**src/rtl/imm_pkg.sv**
```systemverilog
// Shared constants, types and helpers for the int8 matmul requantize core.
// Used by imm_requant, the top level and the checker; depends on nothing.
package imm_pkg;

  localparam int NUM_CHANNELS = 2;
  localparam int REDUCE_LEN   = 768;

  localparam int CH_W      = (NUM_CHANNELS > 1) ? $clog2(NUM_CHANNELS) : 1;
  localparam int WT_DEPTH  = NUM_CHANNELS * REDUCE_LEN;
  localparam int WA_W      = (WT_DEPTH > 1) ? $clog2(WT_DEPTH) : 1;

  localparam int CHAN_W    = 4;
  localparam int POS_W     = 10;
  localparam int DATA_W    = 8;
  localparam int SCALE_W   = 32;
  localparam int ACC_W     = 26;
  localparam int MAG_W     = 25;
  localparam int FRAC_BITS = 24;
  localparam int SPLIT_W   = 16;
  localparam int PART_W    = MAG_W + SPLIT_W;
  localparam int PROD_W    = MAG_W + SCALE_W;
  localparam int Q_W       = PROD_W - FRAC_BITS + 1;

  localparam logic [1:0] MODE_WEIGHT = 2'd0;
  localparam logic [1:0] MODE_SCALE  = 2'd1;
  localparam logic [1:0] MODE_ACT    = 2'd2;

  localparam logic [DATA_W-1:0] INT8_MAX = 8'h7f;
  localparam logic [DATA_W-1:0] INT8_MIN = 8'h80;

  typedef struct packed {
    logic                    valid;
    logic signed [ACC_W-1:0] acc;
    logic [SCALE_W-1:0]      scale;
    logic [CHAN_W-1:0]       chan;
    logic                    last;
  } rq_req_t;

  typedef struct packed {
    logic              done;
    logic [DATA_W-1:0] result;
    logic [CHAN_W-1:0] chan;
    logic              sat;
    logic              last;
  } rq_res_t;

  function automatic logic [WA_W-1:0] wt_addr(input logic [CHAN_W-1:0] ch,
                                              input logic [POS_W-1:0] pos);
    logic [CHAN_W+POS_W:0] a;
    a = (CHAN_W+POS_W+1)'(ch) * (CHAN_W+POS_W+1)'(REDUCE_LEN)
        + (CHAN_W+POS_W+1)'(pos);
    return a[WA_W-1:0];
  endfunction

endpackage

```
**src/rtl/imm_requant.sv**
```systemverilog
// Multi-cycle requantize unit: |acc| times Q8.24 scale in two 16-bit halves,
// round to nearest even, saturate to int8. Depends on imm_pkg.
module imm_requant
  import imm_pkg::*;
(
  input  logic    clk_i,
  input  logic    rst_ni,
  input  rq_req_t req_i,
  output rq_res_t res_o
);

  localparam logic [FRAC_BITS-1:0] HALF = {1'b1, {(FRAC_BITS-1){1'b0}}};

  logic [4:0]            v_q, v_d;
  logic                  neg_q;
  logic [MAG_W-1:0]      mag_q;
  logic [SCALE_W-1:0]    scale_q;
  logic [CHAN_W-1:0]     chan_q;
  logic                  last_q;
  logic [PART_W-1:0]     plo_q, phi_q;
  logic [PROD_W-1:0]     prod_q;
  logic [DATA_W-1:0]     res_q;
  logic                  sat_q;

  logic [ACC_W-1:0]      acc_u;
  logic [ACC_W-1:0]      abs_w;
  logic [Q_W-2:0]        q_w;
  logic [FRAC_BITS-1:0]  rem_w;
  logic                  up_w;
  logic [Q_W-1:0]        qr_w;
  logic                  sat_w;
  logic [DATA_W-1:0]     res_w;

  assign v_d   = {v_q[3:0], req_i.valid};
  assign acc_u = req_i.acc;
  assign abs_w = acc_u[ACC_W-1] ? (~acc_u + 1'b1) : acc_u;

  always_comb begin
    q_w   = prod_q[PROD_W-1:FRAC_BITS];
    rem_w = prod_q[FRAC_BITS-1:0];
    up_w  = (rem_w > HALF) || ((rem_w == HALF) && q_w[0]);
    qr_w  = Q_W'(q_w) + Q_W'(up_w);
    if (neg_q) begin
      sat_w = qr_w > Q_W'(128);
      res_w = sat_w ? INT8_MIN : (~qr_w[DATA_W-1:0] + 1'b1);
    end else begin
      sat_w = qr_w > Q_W'(127);
      res_w = sat_w ? INT8_MAX : qr_w[DATA_W-1:0];
    end
  end

  always_ff @(posedge clk_i or negedge rst_ni) begin
    if (!rst_ni) begin
      v_q <= '0;
    end else begin
      v_q <= v_d;
    end
  end

  always_ff @(posedge clk_i) begin
    if (req_i.valid) begin
      neg_q   <= acc_u[ACC_W-1];
      mag_q   <= abs_w[MAG_W-1:0];
      scale_q <= req_i.scale;
      chan_q  <= req_i.chan;
      last_q  <= req_i.last;
    end
    if (v_q[0]) begin
      plo_q <= PART_W'(mag_q) * PART_W'(scale_q[SPLIT_W-1:0]);
    end
    if (v_q[1]) begin
      phi_q <= PART_W'(mag_q) * PART_W'(scale_q[SCALE_W-1:SPLIT_W]);
    end
    if (v_q[2]) begin
      prod_q <= {phi_q, {SPLIT_W{1'b0}}} + PROD_W'(plo_q);
    end
    if (v_q[3]) begin
      res_q <= res_w;
      sat_q <= sat_w;
    end
  end

  assign res_o.done   = v_q[4];
  assign res_o.result = res_q;
  assign res_o.chan   = chan_q;
  assign res_o.sat    = sat_q;
  assign res_o.last   = last_q;

endmodule

```
**config.mk**
```make
export PLATFORM = sky130hd
export DESIGN_NAME = imm_requant
export DESIGN_NICKNAME = d
export VERILOG_FILES = /design/src/rtl/imm_pkg.sv /design/src/rtl/imm_requant.sv
export SDC_FILE = /design/constraint.sdc
export NUM_CORES = 2
export LEC_CHECK = 0
export BUFFER_PORTS_ARGS = -buffer_cell sky130_fd_sc_hd__clkbuf_2
export CAP_MARGIN = 15
export CORE_MARGIN = 3
export CORE_UTILIZATION = 55
export DETAILED_ROUTE_END_ITERATION = 12
export GPL_TIMING_DRIVEN = 0
export PLACE_DENSITY = 0.71
export SYNTH_ARGS = -nofsm -noshare
export SYNTH_HDL_FRONTEND = slang
export SYNTH_SLANG_ARGS = --single-unit
```
**constraint.sdc**
```tcl
create_clock -name clk_i -period 6.35 [get_ports clk_i]
set_input_delay 1.27 -clock clk_i [delete_from_list [all_inputs] [get_ports clk_i]]
set_output_delay 1.27 -clock clk_i [all_outputs]
set_load 0.05 [all_outputs]
```
==> impl_metrics.csv <==
group,metric,value,unit
routing,dr.pass1.iters,6,
flow_run,drv_cap,0,
global_routing,track_usage,31.9,%
synthesis,synth-simple-area-share,16.2,%
setup_path,slowest_stage,"fa_2",
clocking,cts_tree,"done",
setup_path,worst_r2r_path_depth,22,
synthesis,synthArstFlopShare,2.31,%
floorplanning,fp.dieW,258,um
floorplanning,rows,91,
sta,finClkSkew,0.0691,ns
setup_path,crit_path_end_kind,"flip-flop",
layout,fin_util,65.5,%
setup_path,cpLargestDelayFamily,"adder cells",
layout,drive_above_1_share,17.0,%
synthesis,synth_seq_cells,216,
global_routing,met3_usage,8.53,%
clocking,path_clk_slew,0.06,ns
layout,nets,4851,
synthesis,muxShareOfSynthArea,0.125,%
floorplanning,coreArea,0.0624,mm2
synthesis,synth_area_leaders,"fa_1 (37%), edfxtp_1 (18%), ha_1 (9.1%)",
layout,syn_to_final_growth,16.6,%
setup_path,path_common_cell,"fa_1",
synthesis,synth_top_family_by_area,"adder cells",
synthesis,synthDistinctLibCells,84,
setup_path,required,6.67,ns
placement,dp_cells,4541,
synthesis,synth_ff_type,"edfxtp_1",
synthesis,synth.net_count,4583,
global_routing,grt_overflow,0,
setup_path,r2r_start,"scale_q[11]",
global_routing,busiest_layer,"met2",
sta,setup_violations,26,
routing,drc,0,
setup_path,arrival,7.31,ns
synthesis,synth_xor_area_share,3.62,%
sta,setup_ws,-0.640,ns
routing,first_iter_violations,2582,
routing,wirelength,105,mm
global_routing,grt_pass1_vias,27879,
routing,vias,26969,
routing,post_drt_via_cell_ratio,5.67,
sta,worst_pin_slew,0.902,ns
clocking,clkLatencyLatePin,0.62,ns
placement,io_buffers,80,
clocking,cts.htree.levels,1,
clocking,root_buffer,"clkbuf_16",
placement,globalplace.congestion,1.01,
routing,wl_per_cell,22.2,um
layout,final_common_cell,"inv_1",
layout,most-common-layout-cells,"inv_1 (713), fa_1 (618), nand2_1 (515)",
synthesis,syn_inst,3620,
clocking,ctsHoldBuffers,0,
synthesis,synth_edf_count,211,
clocking,numCtsBuffers,25,
clocking,cts_num_sinks,216,
global_routing,antenna_found_initial,11,
floorplanning,die_y,258,um
setup_path,critPathKind,"reg2reg",
setup_path,critPathBufInv,6,
layout,final_cells,4755,
sta,fin_crit,6.99,ns
placement,dp_hpwl,81.9,mm
sta,rsz0062_at_grt,"true",
global_routing,met2_usage,49.7,%
synthesis,syn_area_per_cell,9.68,um2
setup_path,critPathLaunch,"scale_q[11]",
global_routing,grt_first_pass_wirelength,161,mm
floorplanning,start_util,56.2,%
outcome,violations,"setup timing",
sta,hold_viol,0,
sta,max-slew-margin-rel,39.9,%
synthesis,synth-compound-area-share,6.10,%
setup_path,cpPeakStageDelay,0.62,ns
setup_path,cp.depth,22,
setup_path,startpoint_type,"flip-flop",
synthesis,synthAdderAreaFrac,45.7,%
floorplanning,io_pins,81,
hold_path,whs_path_depth,0,
setup_path,worstPathCellList,"buf_4 -> buf_4 -> clkbuf_8 -> and2_1 -> fa_1 -> fa_1 -> fa_1 -> fa_1 -> fa_1 -> inv_1 -> fa_2 -> inv_2 -> ha_4 -> a21oi_2 -> o21bai_1 -> a21oi_2 -> o21ai_0 -> a21oi_1 -> o31ai_4 -> buf_4 -> a221oi_2 -> xnor2_2",
synthesis,yosysWarnings,0,
synthesis,synth_top_area_share,36.6,%
sta,fmax,143,MHz
hold_path,hold_start,"plo_q[3]",
sta,whs,0.416,ns
floorplanning,dieArea,0.0668,mm2
clocking,clockBufferDepth,3,
sta,finalCritPeriodShare,110,%
global_routing,use_met1,42.4,%
synthesis,synth_top_area_cell,"fa_1",
synthesis,ys_seq_area_share,18.4,%
sta,slew_violations,0,
synthesis,syn_area,0.0351,mm2
hold_path,worstHoldPathType,"reg2reg",
global_routing,grt_max_degree,58,
sta,tns,-6.28,ns
routing,ant_nets,0,
outcome,status,"finished with violations",
setup_path,worstPathMaxFanout,10,
through the flow:
stage | area, um2 | setup slack (ns)
global placement | 36500 | -1.96
finish | 40900 | -0.640
floorplan | 35100 | 0.0421
global route | 40900 | -0.737
CTS | 39600 | -0.400
detailed placement | 36600 | -2.00
cells by family (layout without fill, tap and decap cells):
family / Yosys count / after routing
buf+inv: 905 / 1192
other cells: 0 / 11
flops: 216 / 216
simple gates: 1129 / 1129
fa+ha+maj: 897 / 897
xor+xnor: 145 / 145
mux: 4 / 4
compound gates: 324 / 324
cells in the mapped netlist, types with 16 or more instances:
cell type	instances
a21o_1	36
a21oi_1	92
a31oi_1	16
and2_1	346
and3_1	24
clkbuf_1	158
edfxtp_1	211
fa_1	641
ha_1	256
inv_1	740
nand2_1	524
nand3_1	34
nand4_1	20
nor2_1	64
nor3_1	29
o21a_1	20
o21ai_0	50
xnor2_1	104
xor2_1	41
registers in the layout, summed over array words and instances, names as in the netlist:
register  count
prod_q       57
phi_q        41
plo_q        41
scale_q      32
mag_q        25
res_q         8
v_q           5
chan_q        4
last_q        1
neg_q         1
sat_q         1
routing by layer:
layer / vias to the layer above / share of wire, %
met5: - / 0.012
met4: 2 / 5.4
met3: 354 / 11
met2: 1519 / 45
met1: 13371 / 39
li1: 11723 / -
worst register-to-register path, delay by kind of cell, from the launching register on:
kind / cells / cell delay, ns
adders and majority gates: 7 / 3.39
AOI/OAI and AO/OA: 7 / 1.65
buffers and inverters: 6 / 0.86
DFF: 1 / 0.41
and+or+nand+nor: 1 / 0.20
xor gates and xnor gates: 1 / 0.19
repair_timing:
| action | in CTS | in global routing |
|---|---|---|
| gates cloned | 2 | 2 |
| buffers inserted | 106 | 65 |
| pin swaps | 46 | 98 |
| endpoints found under the setup margin | 49 | 38 |
| gates resized for setup | 379 | 277 |
cell type report:
type                    instances  area (um2)
plain buffers                 154        1370
diodes                         11        27.5
clock buffers                  27         633
multi-input cells            2499       26400
repair buffers                252        1940
well taps                     837        1050
clock inverters                19         224
fillers                      4949       21500
inverters                     740        2780
flip-flops and latches        216        6460
final timing paths:
kind                             endpoint  slack [ns]
worst max-delay path            plo_q[40]       -0.64
worst min-delay path            prod_q[3]        0.42
worst max register to register  plo_q[40]       -0.64
worst min register to register  prod_q[3]        0.42
max in group asynchronous          v_q[2]        5.67
min in group asynchronous          v_q[3]        0.52
Power is not shown: default switching activity piles up to over one toggle a cycle in this logic, so the estimate is an artifact.
