===== src/rtl/imm_ram.sv =====
// Generic single-write, single-read synchronous RAM with registered read data.
// Stand-alone; no package dependency.
module imm_ram #(
  parameter int WIDTH = 8,
  parameter int DEPTH = 16
) (
  input  logic                                    clk_i,
  input  logic                                    we_i,
  input  logic [((DEPTH > 1) ? $clog2(DEPTH) : 1)-1:0] waddr_i,
  input  logic [WIDTH-1:0]                        wdata_i,
  input  logic [((DEPTH > 1) ? $clog2(DEPTH) : 1)-1:0] raddr_i,
  output logic [WIDTH-1:0]                        rdata_o
);

  logic [WIDTH-1:0] mem_q [DEPTH];
  logic [WIDTH-1:0] rdata_q;

  always_ff @(posedge clk_i) begin
    if (we_i) begin
      mem_q[waddr_i] <= wdata_i;
    end
    rdata_q <= mem_q[raddr_i];
  end

  assign rdata_o = rdata_q;

endmodule


===== config.mk =====
export PLATFORM = sky130hd
export DESIGN_NAME = imm_ram
export DESIGN_NICKNAME = d
export VERILOG_FILES = /design/src/rtl/imm_ram.sv
export SDC_FILE = /design/constraint.sdc
export NUM_CORES = 1
export LEC_CHECK = 0
export ABC_AREA = 1
export ABC_CLOCK_PERIOD_IN_PS = 1100
export BUFFER_PORTS_ARGS = -buffer_cell sky130_fd_sc_hd__buf_2
export CORE_MARGIN = 4
export CORE_UTILIZATION = 40
export CTS_CLUSTER_SIZE = 14
export DETAILED_ROUTE_END_ITERATION = 6
export SLEW_MARGIN = 30
export SYNTH_ARGS = -nofsm -noshare
export SYNTH_HDL_FRONTEND = slang
export SYNTH_SLANG_ARGS = --single-unit
export TNS_END_PERCENT = 100

===== constraint.sdc =====
create_clock -name clk_i -period 1.1 [get_ports clk_i]
set_input_delay 0 -clock clk_i [delete_from_list [all_inputs] [get_ports clk_i]]
set_output_delay 0 -clock clk_i [all_outputs]
set_load 0.01 [all_outputs]

==> impl_metrics.py, run 1 <==
metrics = {
    "pwr": {
        "p_int_mw": 9.41,
        "switching_share": 0.213,
        "power_frac_comb": 0.063,
        "leakage_nw": 2.94,
        "p_clk_frac": 0.450,
        "peakVddDrop_v": 0.000833,
        "p_per_area_nw_per_um2": 1760,
        "seq_power_share": 0.487,
        "switching_power_mw": 2.54,
    },
    "global_routing": {
        "grt_first_pass_wirelength_um": 20600,
        "grt_pass1_vias": 3812,
        "track_usage": 0.170,
        "antenna_found_initial": 0,
        "grt_max_degree": 65,
        "grt_overflow": 0,
    },
    "route": {
        "drtIter0Drc": 317,
        "drtPass1Iterations": 5,
        "drcViolationCount": 0,
        "final_antenna_net_count": 0,
        "via_per_inst": 4.79,
        "num_vias": 3783,
        "routed_wl_um": 12900,
        "post_drt_wl_per_cell_um": 16.3,
    },
    "sta": {
        "setup_viol": 0,
        "tightest_slew_ns": 0.370,
        "fin_ws_ns": 0.0902,
        "rsz0062_at_grt": "false",
        "drv_slew": 0,
        "max_freq_ghz": 0.990,
        "finalSetupTns_ns": 0,
        "clock_skew_ns": 0.00793,
        "fin_crit_sh": 0.918,
        "relSlewSlack": 0.753,
        "hold_violations": 0,
        "layout_min_cycle_time_ns": 1.01,
    },
    "placement": {
        "port_buffers": 25,
        "pre_cts_ws_ns": 0.00322,
        "dpl.cell_count": 757,
        "gp_congestion": 0.812,
        "dp_hpwl_um": 7970,
    },
    "synthesis": {
        "syn-cell-area_um2": 5770,
        "postSynthCellCount": 551,
        "synth_compound_area_frac": 0,
        "syn-num-nets": 569,
        "synthTopCellsByArea": "edfxtp_1 (67%), nand2_1 (11%), nand3_1 (8.4%), inv_1 (6.5%), dfxtp_1 (2.8%)",
        "synth_warnings": 0,
        "ys_ff_latch": 136,
        "avgSynthCellArea_um2": 10.5,
        "synth_top_family_by_area": "simple AND/OR/NAND/NOR gates",
        "synth_cell_types": 12,
        "synthSimpleGateAreaFrac": 0.210,
        "yosys-mux-area-fraction": 0,
        "synth_top_area_frac": 0.667,
        "yosysSeqAreaShare": 0.694,
        "synth_top_area_cell": "edfxtp_1",
        "synthAdderAreaFrac": 0,
        "synth_xor_area_frac": 0,
    },
    "floorplan": {
        "start_util": 0.412,
        "rows": 43,
        "dieArea_um2": 16400,
        "core_um2": 14000,
        "ioPinCount": 26,
        "fp.dieH_um": 128,
        "die_x_um": 128,
    },
    "clocking": {
        "cts_buffers": 17,
        "clock_latency_ns": 0.41,
        "cts_hold_buf": 1,
        "path_clk_slew_ns": 0.06,
        "htree_levels": 4,
        "ctsResizeCount": 0,
        "cts-root-buf": "clkbuf_16",
        "cts_setup_buffers": 0,
        "numClockSinks": 136,
        "clockBufferDepth": 2,
        "cts_tree": "yes",
    },
    "worst_setup_path": {
        "crit_fanout": 1,
        "r2r_start": "mem_q[2][1]$_DFFE_PP_",
        "start_kind": "flip-flop",
        "ff2ff_path_depth": 6,
        "worstSetupPathType": "reg -> reg",
        "regToRegSetupSlack_ns": 0.09,
        "cp_data_arrival_time_ns": 1.31,
        "cp-startpoint": "mem_q[2][1]$_DFFE_PP_",
        "cp.required_ns": 1.40,
        "end_kind": "flip-flop",
    },
    "final_layout": {
        "syn_to_final_growth_pct": 17.6,
        "fin_nets": 615,
        "drive_above_1_share": 0.128,
        "antenna_cells": 0,
        "instances_no_fill": 790,
    },
    "min_path": {
        "min-delay-path-class": "in -> reg",
        "min-delay-start": "wdata_i[1]",
        "min_delay_path_depth": 1,
    },
    "outcome": {
        "outcome": "finished, final reports clean",
    },
    "run": {
        "max_cap_viol_count": 0,
    },
}
layout by cell type, fill, tap and decap left out:
cell,Yosys,layout
buf_4,4,19
nand2_1,173,173
dfxtp_1,8,8
dlygate4sd3_1,0,1
inv_2,2,2
clkinv_2,0,3
nor2_1,17,17
clkbuf_16,0,17
nand3_1,97,97
clkbuf_1,0,5
buf_12,0,6
inv_1,100,100
bufinv_16,0,2
nand3b_1,2,2
clkbuf_8,0,1
clkinvlp_4,0,2
clkinv_4,0,1
edfxtp_1,128,128
buf_2,13,25
clkinv_1,0,1
cells by family after synthesis:
logic type,after synthesis
AND/OR/NAND/NOR,289
flip-flops,136
buffers and inverters,126
cell usage after synthesis (all sizes together):
| cell type | number |
|---|---|
| edfxtp | 128 |
| dfxtp | 8 |
| buf | 24 |
| nand2 | 173 |
| nand3 | 97 |
| inv | 102 |
| nand3b | 2 |
| nor2 | 17 |
path summary, 6_finish.rpt:
| path | endpoint |
|---|---|
| max | rdata_o[1]$_DFF_P_ |
| min | mem_q[0][1]$_DFFE_PP_ |
| max reg2reg | rdata_o[1]$_DFF_P_ |
| min reg2reg | rdata_o[2]$_DFF_P_ |
registers in the layout (all words and copies together), names as in the netlist:
name / flops
mem_q: 128
rdata_o: 8
power groups by stage:
| stage | registers, mW | logic [mW] | clock network, mW |
|---|---|---|---|
| after floorplan | 5.95 | 0.409 | 0 |
| after global placement | 5.94 | 0.742 | 0 |
| after detailed placement | 5.94 | 0.753 | 0 |
| after CTS | 5.83 | 0.762 | 5.44 |
| after global routing | 5.84 | 0.838 | 5.72 |
| final | 5.83 | 0.752 | 5.38 |
per-stage QoR:
stage / utilization / total power, mW / hold slack (ns) / instance area, µm²
after floorplan: - / 6.35 / 0.0989 / 5770
after global placement: 0.444 / 6.68 / 0.347 / 6210
after detailed placement: 0.444 / 6.69 / 0.336 / 6210
after CTS: 0.485 / 12.0 / 0.00127 / 6780
after global routing: 0.485 / 12.4 / 0.00443 / 6780
final: 0.485 / 12.0 / 0.00334 / 6780
final cells by class:
class                      instances  area (µm²)
fill                            1237        7200
sequential                       136        4000
multi-input combinational        289        1210
clock buffer                      23         458
timing repair buffer              51         398
inverter                         102         383
tap                              180         225
clock inverter                     9         103
layer usage:
layer,up-vias,GRT usage,share of wire
met1,1802,0.220,0.44
li1,1867,-,-
met2,94,0.277,0.48
met4,0,0.0705,0.026
met3,20,0.0371,0.047
met5,-,0,0
worst max-delay path, cell delays in order, from the launching register on:
cell	delay, ns
edfxtp_1	0.38
nand2_1	0.09
nand2_1	0.06
nand2_1	0.05
nand3_1	0.08
nand3_1	0.16
nand2_1	0.08
Note: power is estimated with default switching activity, not from simulation.
==> run 2: changes to the inputs <==
CORE_UTILIZATION = 50   (was 40)
PLACE_DENSITY = 0.67   (was not set)
==> impl_metrics.py, run 2 (synthesized netlist as in run 1, its figures left out) <==
metrics = {
    "outcome": {
        "outcome": "finished, final reports clean",
    },
    "sta": {
        "layout_min_cycle_time_ns": 1.02,
        "setup_viol": 0,
        "finalSetupTns_ns": 0,
        "fin_crit_sh": 0.932,
        "clock_skew_ns": 0.0122,
        "relSlewSlack": 0.743,
        "rsz0062_at_grt": "false",
        "max_freq_ghz": 0.976,
        "drv_slew": 0,
        "tightest_slew_ns": 0.386,
        "hold_violations": 0,
    },
    "pwr": {
        "power_frac_comb": 0.064,
        "peakVddDrop_v": 0.00104,
        "p_clk_frac": 0.449,
        "seq_power_share": 0.487,
        "p_int_mw": 9.35,
        "switching_share": 0.218,
        "p_per_area_nw_per_um2": 1770,
        "switching_power_mw": 2.61,
        "leakage_nw": 2.97,
    },
    "clocking": {
        "htree_levels": 4,
        "clock_latency_ns": 0.41,
        "numClockSinks": 136,
        "clockBufferDepth": 2,
        "cts_buffers": 17,
        "cts-root-buf": "clkbuf_16",
        "path_clk_slew_ns": 0.06,
        "cts_tree": "yes",
    },
    "worst_setup_path": {
        "path_delay_family": "simple AND/OR/NAND/NOR gates",
        "crit_path_frequent_cell": "nand3_1",
        "ff2ff_path_depth": 6,
        "start_kind": "flip-flop",
        "crit_fanout": 1,
        "worstSetupPathType": "reg -> reg",
        "r2r-end": "rdata_o[5]$_DFF_P_",
        "crit_chain": "inv_1, nand2_1, nand3_1, nand3_1, nand3_1, nand2_1",
        "cp_num_buf_inv": 1,
        "critPathSlowestCell": "edfxtp_1",
        "regToRegSetupSlack_ns": 0.08,
        "r2r_start": "mem_q[7][5]$_DFFE_PP_",
        "cp_data_arrival_time_ns": 1.33,
        "end_kind": "flip-flop",
        "cp.required_ns": 1.40,
        "critPathMaxStageDelay_ns": 0.35,
    },
    "placement": {
        "dpl.cell_count": 719,
        "dp_hpwl_um": 8000,
        "port_buffers": 25,
        "gp_congestion": 0.834,
        "placed_area_um2": 6180,
    },
    "final_layout": {
        "final_cell_mix": "nand2_1 (173), edfxtp_1 (128), inv_1 (100)",
        "fin_nets": 617,
        "layout_commonest_cell": "nand2_1",
        "multiInputGateArea_um2": 1220,
        "syn_to_final_growth_pct": 17.4,
        "fillers": 900,
        "instances_no_fill": 752,
        "design_area_um2": 6770,
        "regMostFlops": "mem_q",
        "antenna_cells": 0,
        "largest_reg_flops": 128,
        "seqCellArea_um2": 4000,
        "drive_above_1_share": 0.139,
    },
    "route": {
        "drcViolationCount": 0,
        "via_per_inst": 5.17,
        "drtPass1Iterations": 5,
        "num_vias": 3891,
        "routed_wl_um": 12700,
        "final_antenna_net_count": 0,
        "post_drt_wl_per_cell_um": 16.9,
        "drtIter0Drc": 343,
    },
    "min_path": {
        "min_delay_path_depth": 4,
        "min-delay-start": "raddr_i[2]",
        "holdPathEnd": "rdata_o[3]$_DFF_P_",
        "min-delay-path-class": "in -> reg",
    },
    "global_routing": {
        "grt_overflow": 0,
        "track_usage": 0.206,
        "grt_max_degree": 33,
        "antenna_found_initial": 0,
        "grt_first_pass_wirelength_um": 19800,
        "grt_pass1_vias": 3771,
    },
    "floorplan": {
        "start_util": 0.521,
        "dieArea_um2": 13300,
        "rows": 38,
        "die_x_um": 115,
        "fp.dieH_um": 115,
        "ioPinCount": 26,
        "core_um2": 11100,
    },
    "run": {
        "max_cap_viol_count": 0,
    },
}
[run 2: cell type report]
| type | instances | area share |
|---|---|---|
| Clock buffer | 22 | 0.0702 |
| Sequential cell | 136 | 0.591 |
| Tap cell | 140 | 0.0259 |
| Multi-Input combinational cell | 289 | 0.181 |
| Clock inverter | 10 | 0.0140 |
| Timing Repair Buffer | 53 | 0.0610 |
| Inverter | 102 | 0.0566 |
[run 2: worst reg2reg max path, stage by stage, from the launching register on]
cell and delay, ns:
edfxtp_1 0.35, inv_1 0.06, nand2_1 0.04, nand3_1 0.08, nand3_1 0.12, nand3_1 0.19
nand2_1 0.08
[run 2: stage by stage]
step	utilization	power, mW	hold WS (ns)	setup slack, ns
after floorplan	-	6.35	0.0989	0.149
after global placement	0.558	6.67	0.364	0.0552
after detailed placement	0.558	6.69	0.367	-0.00195
after CTS	0.610	12.0	0.00355	0.0557
after global routing	0.611	12.4	0.0118	0.0139
final	0.611	12.0	0.0127	0.0751
[run 2: timing repair]
action                                  in CTS  in global routing
endpoints found under the setup margin       0                  2
setup buffers                                0                  0
hold buffers                                 1                  0
endpoints found under the hold margin        8                  0
resized for setup                            0                  2
[run 2: routing by layer]
| layer | part of all wire | up-vias | GRT usage |
|---|---|---|---|
| li1 | - | 1864 | - |
| met1 | 0.42 | 1842 | 0.269 |
| met2 | 0.48 | 152 | 0.328 |
| met3 | 0.067 | 33 | 0.0500 |
| met4 | 0.029 | 0 | 0.0931 |
| met5 | 0 | - | 0 |
[run 2: worst max path at each step]
| stage | startpoint | depth (start not counted) | endpoint | slack (ns) |
|---|---|---|---|---|
| 2_1_floorplan | waddr_i[2] | 2 | mem_q[10][0]$_DFFE_PP_ | 0.15 |
| 3_3_place_gp | raddr_i[0] | 8 | rdata_o[5]$_DFF_P_ | 0.06 |
| 3_5_place_dp | raddr_i[0] | 8 | rdata_o[6]$_DFF_P_ | -0.002 |
| 4_1_cts | mem_q[6][6]$_DFFE_PP_ | 6 | rdata_o[6]$_DFF_P_ | 0.06 |
| 5_1_grt | mem_q[6][5]$_DFFE_PP_ | 6 | rdata_o[5]$_DFF_P_ | 0.01 |
| 6_report | mem_q[7][5]$_DFFE_PP_ | 6 | rdata_o[5]$_DFF_P_ | 0.08 |
[run 2: power by group through the flow]
stage               Clock (mW)  Combinational, mW  Sequential [mW]
finish                    5.37              0.762             5.83
CTS                       5.44              0.760             5.83
floorplan                    0              0.409             5.95
global placement             0              0.740             5.93
global route              5.68              0.844             5.83
detailed placement           0              0.754             5.94
